### config.mk
export PLATFORM = sky130hd
export DESIGN_NAME = n2k_fast_packet_can_framer_unit
export DESIGN_NICKNAME = d
export VERILOG_FILES = /design/src/n2kfp_pkg.sv /design/src/n2k_fast_packet_can_framer_unit.sv
export SDC_FILE = /design/constraint.sdc
export NUM_CORES = 1
export LEC_CHECK = 0
export ABC_CLOCK_PERIOD_IN_PS = 9200
export BUFFER_PORTS_ARGS = -buffer_cell sky130_fd_sc_hd__buf_4
export CAP_MARGIN = 30
export CORE_MARGIN = 2
export CORE_UTILIZATION = 38
export CTS_CLUSTER_DIAMETER = 200
export DETAILED_ROUTE_END_ITERATION = 10
export PLACE_DENSITY = 0.57
export SLEW_MARGIN = 0
export SYNTH_ARGS = -nofsm -noshare
export SYNTH_HDL_FRONTEND = slang
export SYNTH_SLANG_ARGS = --single-unit
export TNS_END_PERCENT = 30
### constraint.sdc
create_clock -name clock -period 9.2 [get_ports clock]
set_input_delay 0.46 -clock clock [delete_from_list [all_inputs] [get_ports clock]]
set_output_delay 0.46 -clock clock [all_outputs]
set_load 0.02 [all_outputs]
### src/n2kfp_pkg.sv
// Shared types and constants for the NMEA 2000 fast-packet CAN framer.
`timescale 1ns / 1ps

package n2kfp_pkg;

   localparam int REQ_TDATA_W = 64;
   localparam int RSP_TDATA_W = 104;
   localparam int RSP_ITEM_W  = 100;

   localparam int GROUP_BITS = 18;
   localparam int FIRST_DATA = 6;
   localparam int NEXT_DATA  = 7;
   localparam int INDEX_W    = 5;

   localparam logic [3:0] FULL_FRAME_BYTES = 4'd8;
   localparam logic       EXT_FRAME_FLAG   = 1'b1;

   // One input transfer; last field in the low bits.
   typedef struct packed {
      logic [7:0]  payload_length;
      logic [7:0]  source;
      logic [7:0]  destination;
      logic [23:0] group_number;
      logic [2:0]  priority_req;
      logic [7:0]  payload_byte;
   } req_item_type;

   // One output frame; last field in the low bits.
   typedef struct packed {
      logic [63:0] frame_bytes;
      logic [3:0]  frame_length;
      logic [31:0] can_id;
   } rsp_item_type;

endpackage

### src/n2k_fast_packet_can_framer_unit.sv
// Top level of the NMEA 2000 fast-packet CAN framer.
`timescale 1ns / 1ps

// Usage:
//   req_* : one message payload byte per transfer, with the message header
//           (priority, group number, destination, source, length) repeated
//           on every transfer of the message.
//   rsp_* : one extended CAN frame per transfer; rsp_tlast marks the frame
//           that completes the message.
//   Messages of up to eight bytes leave as one frame. Longer messages are
//   split into fast-packet frames: frame 0 carries index, length and six
//   bytes, later frames the index and seven bytes. A group number of 2^18
//   or more, a zero length or an oversized length drops the message without output.
// Timing: a transfer is taken into an input register, then one pass of
//   logic builds the frame into the output register. One byte is taken per
//   cycle while the output register is free or being drained.
// Reset clears the message state and both valid flags. When the receiver
//   stalls, the output holds and the held input stage waits, so req_tready
//   drops after at most one further transfer.
module n2k_fast_packet_can_framer_unit #(
   parameter int MAX_FRAME_INDEX = 31
) (
   input  logic                              clock,
   input  logic                              reset,
   input  logic                              req_tvalid,
   output logic                              req_tready,
   // [7:0] payload_byte, [10:8] priority_req, [34:11] group_number,
   // [42:35] destination, [50:43] source, [58:51] payload_length, rest zero
   input  logic [n2kfp_pkg::REQ_TDATA_W-1:0] req_tdata,
   output logic                              rsp_tvalid,
   input  logic                              rsp_tready,
   // [31:0] can_id, [35:32] frame_length, [99:36] frame_bytes, rest zero
   output logic [n2kfp_pkg::RSP_TDATA_W-1:0] rsp_tdata,
   output logic                              rsp_tlast
);
   import n2kfp_pkg::*;

   localparam logic [8:0] MAX_MSG_BYTES =
      9'(FIRST_DATA + NEXT_DATA * (MAX_FRAME_INDEX - 1));
   localparam logic [INDEX_W-1:0] INDEX_LIMIT = INDEX_W'(MAX_FRAME_INDEX);

   // input stage
   logic         s1_valid_ff, s1_valid_in;
   req_item_type s1_item_ff;

   // message state
   logic [7:0]         bytes_taken_ff, bytes_taken_in;
   logic [INDEX_W-1:0] frame_counter_ff, frame_counter_in;
   logic [63:0]        assembly_word_ff, assembly_word_in;
   logic [3:0]         fill_count_ff, fill_count_in;

   // output stage
   logic         rsp_valid_ff, rsp_valid_in;
   rsp_item_type rsp_item_ff, rsp_item_in;
   logic         rsp_last_ff, rsp_last_in;

   logic        out_free, s1_go;
   logic        msg_end, drop, multi, emit;
   logic [3:0]  start_slot, fill_next, dlc;
   logic [63:0] base_word, merged_word, masked_word;
   logic [17:0] grp;
   logic [7:0]  id_mid;

   assign out_free    = !rsp_valid_ff || rsp_tready;
   assign s1_go       = s1_valid_ff && out_free;
   assign req_tready  = !s1_valid_ff || out_free;
   assign s1_valid_in = (req_tvalid && req_tready) ? 1'b1 : (s1_go ? 1'b0 : s1_valid_ff);

   always_comb begin
      msg_end = ({1'b0, bytes_taken_ff} + 9'd1) >= {1'b0, s1_item_ff.payload_length};
      drop    = (s1_item_ff.group_number[23:GROUP_BITS] != '0)
             || ({1'b0, s1_item_ff.payload_length} > MAX_MSG_BYTES)
             || (s1_item_ff.payload_length == 8'd0);
      multi   = s1_item_ff.payload_length > 8'd8;

      if (!multi) begin
         // single frame: slots past 7 overwrite slot 7
         base_word  = (fill_count_ff == 4'd0) ? 64'd0 : assembly_word_ff;
         start_slot = (fill_count_ff > 4'd7) ? 4'd7 : fill_count_ff;
      end else if (fill_count_ff == 4'd0) begin
         base_word = {59'd0, frame_counter_ff};
         if (frame_counter_ff == '0) begin
            base_word[15:8] = s1_item_ff.payload_length;
            start_slot      = 4'd2;
         end else begin
            start_slot = 4'd1;
         end
      end else begin
         base_word  = assembly_word_ff;
         start_slot = fill_count_ff;
      end

      for (int k = 0; k < 8; k++) begin
         merged_word[k*8 +: 8] = (start_slot[2:0] == 3'(k)) ?
                                 s1_item_ff.payload_byte : base_word[k*8 +: 8];
      end

      fill_next = start_slot + 4'd1;
      if (multi) begin
         emit = (fill_next >= FULL_FRAME_BYTES) || msg_end;
         dlc  = (fill_next > FULL_FRAME_BYTES) ? FULL_FRAME_BYTES : fill_next;
      end else begin
         emit = msg_end;
         dlc  = fill_next;
      end

      for (int k = 0; k < 8; k++) begin
         masked_word[k*8 +: 8] = (4'(k) < dlc) ? merged_word[k*8 +: 8] : 8'd0;
      end

      grp    = s1_item_ff.group_number[GROUP_BITS-1:0];
      id_mid = (grp[7:0] == 8'd0) ? s1_item_ff.destination : grp[7:0];

      rsp_item_in.can_id       = {EXT_FRAME_FLAG, 2'b00, s1_item_ff.priority_req,
                                  grp[17:8], id_mid, s1_item_ff.source};
      rsp_item_in.frame_length = dlc;
      rsp_item_in.frame_bytes  = masked_word;
      rsp_last_in              = msg_end;
   end

   always_comb begin
      bytes_taken_in   = bytes_taken_ff;
      frame_counter_in = frame_counter_ff;
      assembly_word_in = assembly_word_ff;
      fill_count_in    = fill_count_ff;
      rsp_valid_in     = rsp_valid_ff && !rsp_tready;
      if (s1_go) begin
         rsp_valid_in = emit && !drop;
         if (!drop) begin
            if (emit) begin
               assembly_word_in = 64'd0;
               fill_count_in    = 4'd0;
               if (frame_counter_ff < INDEX_LIMIT) begin
                  frame_counter_in = frame_counter_ff + INDEX_W'(1);
               end
            end else begin
               assembly_word_in = merged_word;
               fill_count_in    = fill_next;
            end
         end
         if (msg_end) begin
            bytes_taken_in   = 8'd0;
            frame_counter_in = '0;
            assembly_word_in = 64'd0;
            fill_count_in    = 4'd0;
         end else begin
            bytes_taken_in = bytes_taken_ff + 8'd1;
         end
      end
   end

   always_ff @(posedge clock) begin
      if (reset) begin
         s1_valid_ff      <= 1'b0;
         rsp_valid_ff     <= 1'b0;
         bytes_taken_ff   <= 8'd0;
         frame_counter_ff <= '0;
         assembly_word_ff <= 64'd0;
         fill_count_ff    <= 4'd0;
      end else begin
         s1_valid_ff      <= s1_valid_in;
         rsp_valid_ff     <= rsp_valid_in;
         bytes_taken_ff   <= bytes_taken_in;
         frame_counter_ff <= frame_counter_in;
         assembly_word_ff <= assembly_word_in;
         fill_count_ff    <= fill_count_in;
      end
   end

   always_ff @(posedge clock) begin
      if (req_tvalid && req_tready) begin
         s1_item_ff <= req_item_type'(req_tdata[$bits(req_item_type)-1:0]);
      end
      if (s1_go) begin
         rsp_item_ff <= rsp_item_in;
         rsp_last_ff <= rsp_last_in;
      end
   end

   assign rsp_tvalid = rsp_valid_ff;
   assign rsp_tdata  = {(RSP_TDATA_W - RSP_ITEM_W)'(0), rsp_item_ff};
   assign rsp_tlast  = rsp_last_ff;

endmodule

After elaboration in Yosys (flattened, before gate mapping)
Index checks and enable logic that the tools add are counted.
{"block": "totals", "ff_bits": 240, "inputBits": 68}
{"block": "classes", "add_sub_neg": 4, "n_lt_le_gt_ge": 15, "eq_ne": 8, "muxes": 34, "reduce_logical": 24}
{"operator": "64-bit two-way mux", "n": 6}
{"operator": "8-bit two-way mux", "n": 11}
{"operator": "4-bit two-way mux", "n": 8}
{"operator": "5-bit two-way mux", "n": 4}
{"operator": "8-bit zero test", "n": 2}
{"operator": "3-bit by 4-bit less-than comparator with 1-bit output, first input constant", "n": 4}
{"operator": "3-bit == test, second input constant", "n": 4}
{"operator": "8-bit by 1-bit adder with 9-bit output, second input constant", "n": 1}
{"operator": "9-bit by 8-bit >= comparator with 1-bit output", "n": 1}
{"operator": "8-bit by 1-bit adder with 8-bit output, second input constant", "n": 1}
{"operator": "8-bit by 4-bit greater-than comparator with 1-bit output, second input constant", "n": 1}
{"operator": "8-bit greater-than comparator, second input constant", "n": 1}
{"operator": "1-bit by 4-bit less-than comparator with 1-bit output, first input constant", "n": 2}
{"operator": "2-bit by 4-bit less-than comparator with 1-bit output, first input constant", "n": 2}
{"operator": "3-bit by 2-bit == test with 1-bit output, second input constant", "n": 2}
{"operator": "2-bit nonzero test", "n": 3}
{"operator": "6-bit nonzero test", "n": 1}
{"operator": "5-bit by 1-bit adder with 5-bit output, second input constant", "n": 1}
{"operator": "5-bit zero test", "n": 1}
{"operator": "1-bit logical OR", "n": 5}
{"operator": "5-bit less-than comparator, second input constant", "n": 1}
{"operator": "4-bit by 1-bit adder with 4-bit output, second input constant", "n": 1}
{"operator": "4-bit >= comparator, second input constant", "n": 1}
{"operator": "4-bit by 3-bit greater-than comparator with 1-bit output, second input constant", "n": 1}
{"operator": "other kinds (11)", "n": 20}

Longest topological paths before layout
Gate-level depths: netlist of run 1.
{"block": "depth", "depth_word": 11, "ltp_mapped": 14}

Least setup slack after synthesis of run 1
OpenSTA, ideal clock, no wires.
{"block": "synth_path", "path_kind": "input port to flip-flop", "startpoint": "input port rsp_tready", "endpoint": "register fill_count_ff[3]", "setup_time_ps": 58, "arrival_time_ps": 4295, "required_time_ps": 9142, "slack_ps": 4847, "path_stages": 7, "path_buffers": 1, "cell_sequence": "nand2b_1 -> nand2_1 -> clkinv_1 -> nor2_1 -> a41o_1 -> clkbuf_1 -> o22a_1"}
{"block": "synth_between", "elab_chain_len": 3}
{"item": "start: declaration", "line_no": "n2k_fast_packet_can_framer_unit.sv:31", "source": "input logic rsp_tready,"}
{"item": "1-bit logical OR", "line_no": "n2k_fast_packet_can_framer_unit.sv:64", "source": "assign out_free = !rsp_valid_ff || rsp_tready;"}
{"item": "1-bit logical AND", "line_no": "n2k_fast_packet_can_framer_unit.sv:65", "source": "assign s1_go = s1_valid_ff && out_free;"}
{"item": "net s1_go", "line_no": "n2k_fast_packet_can_framer_unit.sv:57", "source": "logic out_free, s1_go;"}
{"item": "2-bit AND reduction (no source line)"}
{"item": "end signal: assignment", "line_no": "n2k_fast_packet_can_framer_unit.sv:166", "source": "fill_count_ff <= fill_count_in;"}
{"item": "end: declaration", "line_no": "n2k_fast_packet_can_framer_unit.sv:50", "source": "logic [3:0] fill_count_ff, fill_count_in;"}
The timed path passes the listed nets, and every way through them passes these cells.
A chain may end at the register's enable or synchronous reset.

Worst setup path after layout of run 1
{"block": "layout_path", "startpoint": "register s1_item_ff[56] (netlist bit)", "endpoint": "register rsp_item_ff, in the netlist rsp_tdata[75] (data pin)"}
{"block": "layout_between", "elab_chain_len": 7}
{"item": "start: declaration", "line_no": "n2k_fast_packet_can_framer_unit.sv:44", "source": "req_item_type s1_item_ff;"}
{"item": "start signal: assignment", "line_no": "n2k_fast_packet_can_framer_unit.sv:172", "source": "s1_item_ff <= req_item_type'(req_tdata[$bits(req_item_type)-1:0]);"}
{"item": "8-bit by 4-bit greater-than comparator with 1-bit output (*)", "line_no": "n2k_fast_packet_can_framer_unit.sv:74", "source": "multi = s1_item_ff.payload_length > 8'd8;"}
{"item": "4-bit two-way mux", "line_no": "n2k_fast_packet_can_framer_unit.sv:76", "source": "if (!multi) begin"}
{"item": "4-bit by 1-bit adder with 4-bit output", "line_no": "n2k_fast_packet_can_framer_unit.sv:98", "source": "fill_next = start_slot + 4'd1;"}
{"item": "4-bit greater-than comparator", "line_no": "n2k_fast_packet_can_framer_unit.sv:101", "source": "dlc = (fill_next > FULL_FRAME_BYTES) ? FULL_FRAME_BYTES : fill_next;"}
{"item": "4-bit two-way mux", "line_no": "n2k_fast_packet_can_framer_unit.sv:101"}
{"item": "4-bit two-way mux", "line_no": "n2k_fast_packet_can_framer_unit.sv:99", "source": "if (multi) begin"}
{"item": "3-bit by 4-bit less-than comparator with 1-bit output", "line_no": "n2k_fast_packet_can_framer_unit.sv:108", "source": "masked_word[k*8 +: 8] = (4'(k) < dlc) ? merged_word[k*8 +: 8] : 8'd0;"}
{"item": "end signal: assignment", "line_no": "n2k_fast_packet_can_framer_unit.sv:175", "source": "rsp_item_ff <= rsp_item_in;"}
{"item": "end: declaration", "line_no": "n2k_fast_packet_can_framer_unit.sv:54", "source": "rsp_item_type rsp_item_ff, rsp_item_in;"}
Mark *: on every way between the ends. The rest lies on a longest branch, timed or not.

==> metrics.md, run 1 <==
| Metric | Value |
|---|---|
| Min-Delay Path Class | `primary input to flop` |
| Crit-path max FO | `9` |
| Synth Instances | `772` |
| Post-synth EDFFs | `157` |
| Antenna Cells | `0` |
| FP Rows | `58` |
| CTS tree | `built` |
| Worst VDD drop | `0.134 mV` |
| Tightest Pin Transition | `0.902 ns` |
| Mean Syn Cell Area | `12.6 um2` |
| Nets@finish | `1,014` |
| RSZ-0062 raised after global routing | `false` |
| Vias | `6,695` |
| Share of cells above drive strength 1 | `0.252` |
| # resized after CTS | `0` |
| Initial drt markers | `400` |
| Full die area | `27,000 um2` |
| Vias per inst | `5.23` |
| Crit path kind | `flop to flop` |
| Largest net degree at the start of global routing | `66` |
| Pins Over Slew Limit | `0` |
| Data arrival, critical path | `4.51 ns` |
| Core area | `25,200 um2` |
| Ports | `175` |
| Ys async rst share | `0` |
| Seq/Total Area, Yosys | `0.654` |
| Reg clk slew, reported paths | `0.06 ns` |
| Ys flop type | `edfxtp_1` |
| Area added between synthesis and finish | `23.5%` |
| Clk_skew | `0.00971 ns` |
| Post-DP HPWL | `15.3 mm` |
| Tot GR Track Use | `0.168` |
| Routed WL | `22.7 mm` |
| CTS Buf Count | `26` |
| Overall Power | `0.00230 W` |
| Area contributors post-synth | `edfxtp_1 48%, dfxtp_1 17%, a22oi_1 2.9%` |
| Crit end category | `flop` |
| WL/cell | `17.8 um` |
| Power per cell area | `191 nW/um2` |
| Synth top area share | `0.483` |
| IO Port Bufs | `162` |
| Initial antenna violation count | `0` |
| Worst-Skew Late Latency | `0.53 ns` |
| Htree depth | `1` |
| CP required | `9.45 ns` |
| Starting density of the core | `0.387` |
| Routability Congestion | `0.816` |
| Max-Cap Viols | `0` |
| Remaining antenna violation count | `0` |
| Max Root-Sink Buffers | `3` |
| Leakage | `4.44 nW` |
| Max Freq | `0.234 GHz` |
| Status | `finished clean` |
| DR pass1 iterations | `4` |
| Layout Cells excl Fill | `1,279` |
| CTS hold repair buffers | `0` |
| Setup bufs post-CTS | `0` |
| Die Wd | `164 um` |
| Global-route wire length before repair | `35.6 mm` |
| Clock sink count | `240` |
| # fillers | `2,295` |
| Fin crit share | `0.464` |
| Synth area leader | `edfxtp_1` |
| Slew HR | `0.399` |
| Synth Register Bits | `240` |
| Clock root buffer | `clkbuf_16` |
| R2r setup slk | `4.93 ns` |
| Vias in the first global route | `6,428` |
| Ys Warns | `0` |
| Final Core Density | `0.478` |
| Grt ovf | `0` |
| Endpoints failing hold | `0` |
| Synth cell types | `69` |
| CP startpoint kind | `flop` |
| Placed cells | `1,231` |
| Setup TNS after final layout | `0 ns` |
| Die Ht | `164 um` |
| Mapped cell area | `9750 um2` |
| Setup violators final | `0` |
| Final min period | `4.27 ns` |
| Remaining DRCs | `0` |
-- worst max-delay path, cell delays in order, from the launching register on --
cell      delay (ns)
edfxtp_1        0.47
or4_4           0.61
or2_1           0.38
a311oi_2        0.53
inv_1           0.19
ha_1            0.30
ha_1            0.30
inv_1           0.15
o21ai_1         0.24
a21oi_1         0.67
nor2_1          0.13
-- layout make-up --
type | count | area (um2) | area share
repair buffers | 170 | 1280 | 0.106
multi-input cells | 464 | 3080 | 0.256
clock buffers | 35 | 726 | 0.0602
well taps | 330 | 413 | 0.0343
inverters | 27 | 106 | 0.00883
clock inverters | 13 | 67.6 | 0.00561
flip-flops and latches | 240 | 6380 | 0.529
-- sequential cells by signal (all words and copies together), names as in the netlist --
signal	count
rsp_tdata	97
assembly_word_ff	64
s1_item_ff	30
grp	18
rsp_item_in	11
bytes_taken_ff	8
frame_counter_ff	5
fill_count_ff	4
rsp_tlast	1
rsp_tvalid	1
s1_valid_ff	1
-- metal layers --
layer	wire length, um	vias up	global-route usage
met1	10300	3186	0.238
met4	569	0	0.0486
met3	1760	41	0.0447
li1	-	3243	-
met5	0	-	0
met2	10000	225	0.254
-- path summary, 6_finish.rpt --
path / from / endpoint / depth (start not counted)
worst min register to register: grp[11] / rsp_tdata[19] / 0
worst max-delay path: s1_item_ff[56] / rsp_tdata[75] / 10
worst max register to register: s1_item_ff[56] / rsp_tdata[75] / 10
worst min-delay path: req_tdata[14] / grp[3] / 1
-- Yosys cell counts (6+ instances only) --
library cell,n
nand2_1,51
a22oi_1,38
or4_1,7
a22o_1,32
o21ai_1,6
o21ai_0,23
nand3_1,36
ha_1,17
nor2_1,70
buf_4,11
clkbuf_1,31
a21o_1,8
a21oi_1,30
a32o_1,19
inv_1,25
nor3_1,9
a221o_1,8
dfxtp_1,83
and2_1,6
a21boi_0,13
edfxtp_1,157
-- cells in the final DEF, fill, tap and decap left out, drive strengths merged, types with 4 or more instances in the layout --
master	instances
buf	170
edfxtp	157
dfxtp	83
nor2	71
nand2	51
a22oi	38
nand3	36
clkbuf	35
o21ai	34
a22o	32
a21oi	31
inv	27
a32o	19
ha	17
a21boi	13
nor3	12
clkinv	10
a21o	8
a221o	8
or4	8
conb	7
and2	7
and3	5
or3	5
o32ai	5
xnor2	5
mux2	5
nor2b	5
nand4	4
nor4	4
-- report_power, final --
part           switching [W]  internal (W)  leakage [nW]
clock network       0.000408      0.000551         0.384
logic              0.0000774     0.0000514          1.88
registers          0.0000232       0.00118          2.18
-- metrics by stage --
stage	hold WS (ns)	setup slack, ns	area (um2)
floorplan	0.400	4.85	9770
global placement	0.401	5.02	11200
detailed placement	0.405	4.98	11300
CTS	0.0896	4.96	12000
global route	0.0881	4.54	12000
finish	0.105	4.93	12000
-- cells by family after synthesis --
group,Yosys count,share of synthesized area
AO/OA/AOI/OAI,208,0.167
XOR/XNOR,7,0.00629
AND/OR/NAND/NOR,220,0.112
flip-flops,240,0.654
other,2,0.000770
buffers and inverters,73,0.0327
adder cells (fa/ha/maj),17,0.0218
multiplexers,5,0.00577
Power figures use the tool's default switching activity.
==> run 2: changes to the inputs <==
--- a/config.mk
+++ b/config.mk
@@ -5,7 +5,7 @@
 export SDC_FILE = /design/constraint.sdc
 export NUM_CORES = 1
 export LEC_CHECK = 0
-export ABC_CLOCK_PERIOD_IN_PS = 9200
+export ABC_CLOCK_PERIOD_IN_PS = 4300
 export BUFFER_PORTS_ARGS = -buffer_cell sky130_fd_sc_hd__buf_4
 export CAP_MARGIN = 30
 export CORE_MARGIN = 2
==> constraint.sdc (replaced) <==
create_clock -name clock -period 4.3 [get_ports clock]
set_input_delay 0.215 -clock clock [delete_from_list [all_inputs] [get_ports clock]]
set_output_delay 0.215 -clock clock [all_outputs]
set_load 0.02 [all_outputs]
==> run 2 against run 1 <==
Compared with the run above:
- count of clock-buffer cells in the layout shrank 2
- flip-flop and latch count is the same
- maximum frequency grew 13%
- register-to-register slack lost 4.4 ns
- largest cell class unchanged
==> metrics.md, run 2 (synthesis results as in run 1) <==
| Metric | Value |
|---|---|
| Slowest stage delay, CP | `0.60 ns (was 0.67 ns)` |
| Initial drt markers | `435 (was 400)` |
| Placed cells | `1,243 (was 1,231)` |
| Status | `finished clean (unchanged)` |
| Slowest CP cell | `or4_4 (was a21oi_1)` |
| Layout Cells excl Fill | `1,351 (was 1,279)` |
| Remaining DRCs | `0 (unchanged)` |
| Max Root-Sink Buffers | `3 (unchanged)` |
| Clock sink count | `240 (unchanged)` |
| Setup TNS after final layout | `0 ns (unchanged)` |
| Min-Delay Path Class | `primary input to flop (unchanged)` |
| Global-route wire length before repair | `37.3 mm (was 35.6 mm)` |
| Die Wd | `164 um (unchanged)` |
| WL/cell | `17.6 um (was 17.8 um)` |
| Die Ht | `164 um (unchanged)` |
| CTS Buf Count | `26 (unchanged)` |
| Tot GR Track Use | `0.176 (was 0.168)` |
| Max-Cap Viols | `0 (unchanged)` |
| Slew HR | `0.362 (was 0.399)` |
| Initial antenna violation count | `0 (unchanged)` |
| Htree depth | `1 (unchanged)` |
| Setup bufs post-CTS | `0 (unchanged)` |
| Crit end category | `flop (unchanged)` |
| Crit path kind | `flop to flop (unchanged)` |
| Remaining antenna violation count | `0 (unchanged)` |
| Clk_skew | `0.0174 ns (was 0.00971 ns)` |
| Clock root buffer | `clkbuf_16 (unchanged)` |
| Endpoints failing hold | `0 (unchanged)` |
| Final Core Density | `0.507 (was 0.478)` |
| Grt ovf | `0 (unchanged)` |
| # fillers | `2,269 (was 2,295)` |
| DR pass1 iterations | `5 (was 4)` |
| Data arrival, critical path | `4.06 ns (was 4.51 ns)` |
| Full die area | `27,000 um2 (unchanged)` |
| Most frequent cells in the layout | `182 x buf_4, 157 x edfxtp_1, 83 x dfxtp_1 (was 170 x buf_4, 157 x edfxtp_1, 83 x dfxtp_1)` |
| Top delay family on crit path | `simple AND/OR/NAND/NOR gates (was compound AO/OA/AOI/OAI gates)` |
| Max FFs per register | `97 (unchanged)` |
| Starting density of the core | `0.387 (unchanged)` |
| Crit-path max FO | `14 (was 9)` |
| RSZ-0062 raised after global routing | `false (unchanged)` |
| Setup violators final | `0 (unchanged)` |
| Post-DP Area | `11,300 um2 (about the same)` |
| CP startpoint kind | `flop (unchanged)` |
| IO Port Bufs | `162 (unchanged)` |
| CTS hold repair buffers | `60 (was 0)` |
| Vias | `6,944 (was 6,695)` |
| Worst VDD drop | `0.256 mV (was 0.134 mV)` |
| # resized after CTS | `0 (unchanged)` |
| Post-DP HPWL | `15.6 mm (was 15.3 mm)` |
| Commonest non-fill, non-tap cell in the layout | `buf_4 (unchanged)` |
| CP required | `4.58 ns (was 9.45 ns)` |
| Pins Over Slew Limit | `0 (unchanged)` |
| WP buf/inv | `3 (was 2)` |
| Nets@finish | `1,086 (was 1,014)` |
| Final min period | `3.78 ns (was 4.27 ns)` |
| Max Freq | `0.264 GHz (was 0.234 GHz)` |
| CTS tree | `built (unchanged)` |
| Area added between synthesis and finish | `30.8% (was 23.5%)` |
| Worst-Skew Late Latency | `0.53 ns (about the same)` |
| Routed WL | `23.8 mm (was 22.7 mm)` |
| Largest net degree at the start of global routing | `54 (was 66)` |
| Share of cells above drive strength 1 | `0.245 (was 0.252)` |
| Sequence of cells on the critical path | `or4_4, or2_1, a311oi_2, buf_4, inv_1, ha_1, ha_1, inv_1, and3_1, and2_1, a21oi_1 (was or4_4, or2_1, a311oi_2, inv_1, ha_1, ha_1, inv_1, o21ai_1, a21oi_1, nor2_1)` |
| Antenna Cells | `0 (unchanged)` |
| FP Rows | `58 (unchanged)` |
| Routability Congestion | `0.797 (was 0.816)` |
| Tightest Pin Transition | `0.948 ns (was 0.902 ns)` |
| WHS | `0.0517 ns (was 0.105 ns)` |
| Ports | `175 (unchanged)` |
| Core area | `25,200 um2 (unchanged)` |
| Vias per inst | `5.14 (was 5.23)` |
| Design area | `12,800 um2 (was 12,000 um2)` |
| Reg clk slew, reported paths | `0.07 ns (was 0.06 ns)` |
| Leakage | `4.76 nW (was 4.44 nW)` |
| Fin crit share | `0.879 (was 0.464)` |
| Vias in the first global route | `6,742 (was 6,428)` |
| R2r setup slk | `0.52 ns (was 4.93 ns)` |
| Power per cell area | `394 nW/um2 (was 191 nW/um2)` |
run 2: cell types whose count changed in the layout (fill, tap and decap cells not counted), moves of 2 or more:
cell	delta
buf_4	+12
clkinv_2	-2
dlygate4sd3_1	+60
clkinv_1	+2
run 2: layer usage:
layer | global-route usage | wire (um) | up-vias
met4 | 0.0534 | 684 | 0
met3 | 0.0402 | 1630 | 43
li1 | - | - | 3390
met1 | 0.244 | 10700 | 3298
met2 | 0.276 | 10800 | 213
met5 | 0 | 0 | -
run 2: final cells by class:
| class | instances | area, um2 | share of cell area |
|---|---|---|---|
| inverter | 27 | 106 | 0.00833 |
| timing repair buffer | 242 | 1970 | 0.154 |
| clock buffer | 33 | 708 | 0.0555 |
| sequential | 240 | 6380 | 0.500 |
| multi-input combinational | 464 | 3080 | 0.242 |
| clock inverter | 15 | 105 | 0.00824 |
| tap | 330 | 413 | 0.0324 |
run 2: worst min-delay path: stages:
cell	delay, ns
buf_4	0.09
nor2b_1	0.04
a21oi_1	0.14
nor2_1	0.04
run 2: final timing paths:
kind,startpoint,endpoint,cells after the start
setup / recovery,s1_item_ff[56],rsp_tdata[43],11
hold reg to reg,rsp_item_in[6],rsp_tdata[6],0
hold / removal,rsp_tready,s1_valid_ff,4
setup reg to reg,s1_item_ff[56],rsp_tdata[43],11
run 2: per-stage QoR:
stage | worst slack, ns | power, W
floorplan | 0.0119 | 0.00277
global placement | 0.577 | 0.00291
detailed placement | 0.554 | 0.00291
CTS | 0.533 | 0.00508
global route | 0.220 | 0.00521
finish | 0.519 | 0.00503
run 2: power breakdown:
part	total [W]	internal, W	switching (W)
combinational	0.000324	0.000147	0.000177
sequential	0.00258	0.00253	0.0000515
clock	0.00212	0.00122	0.000898
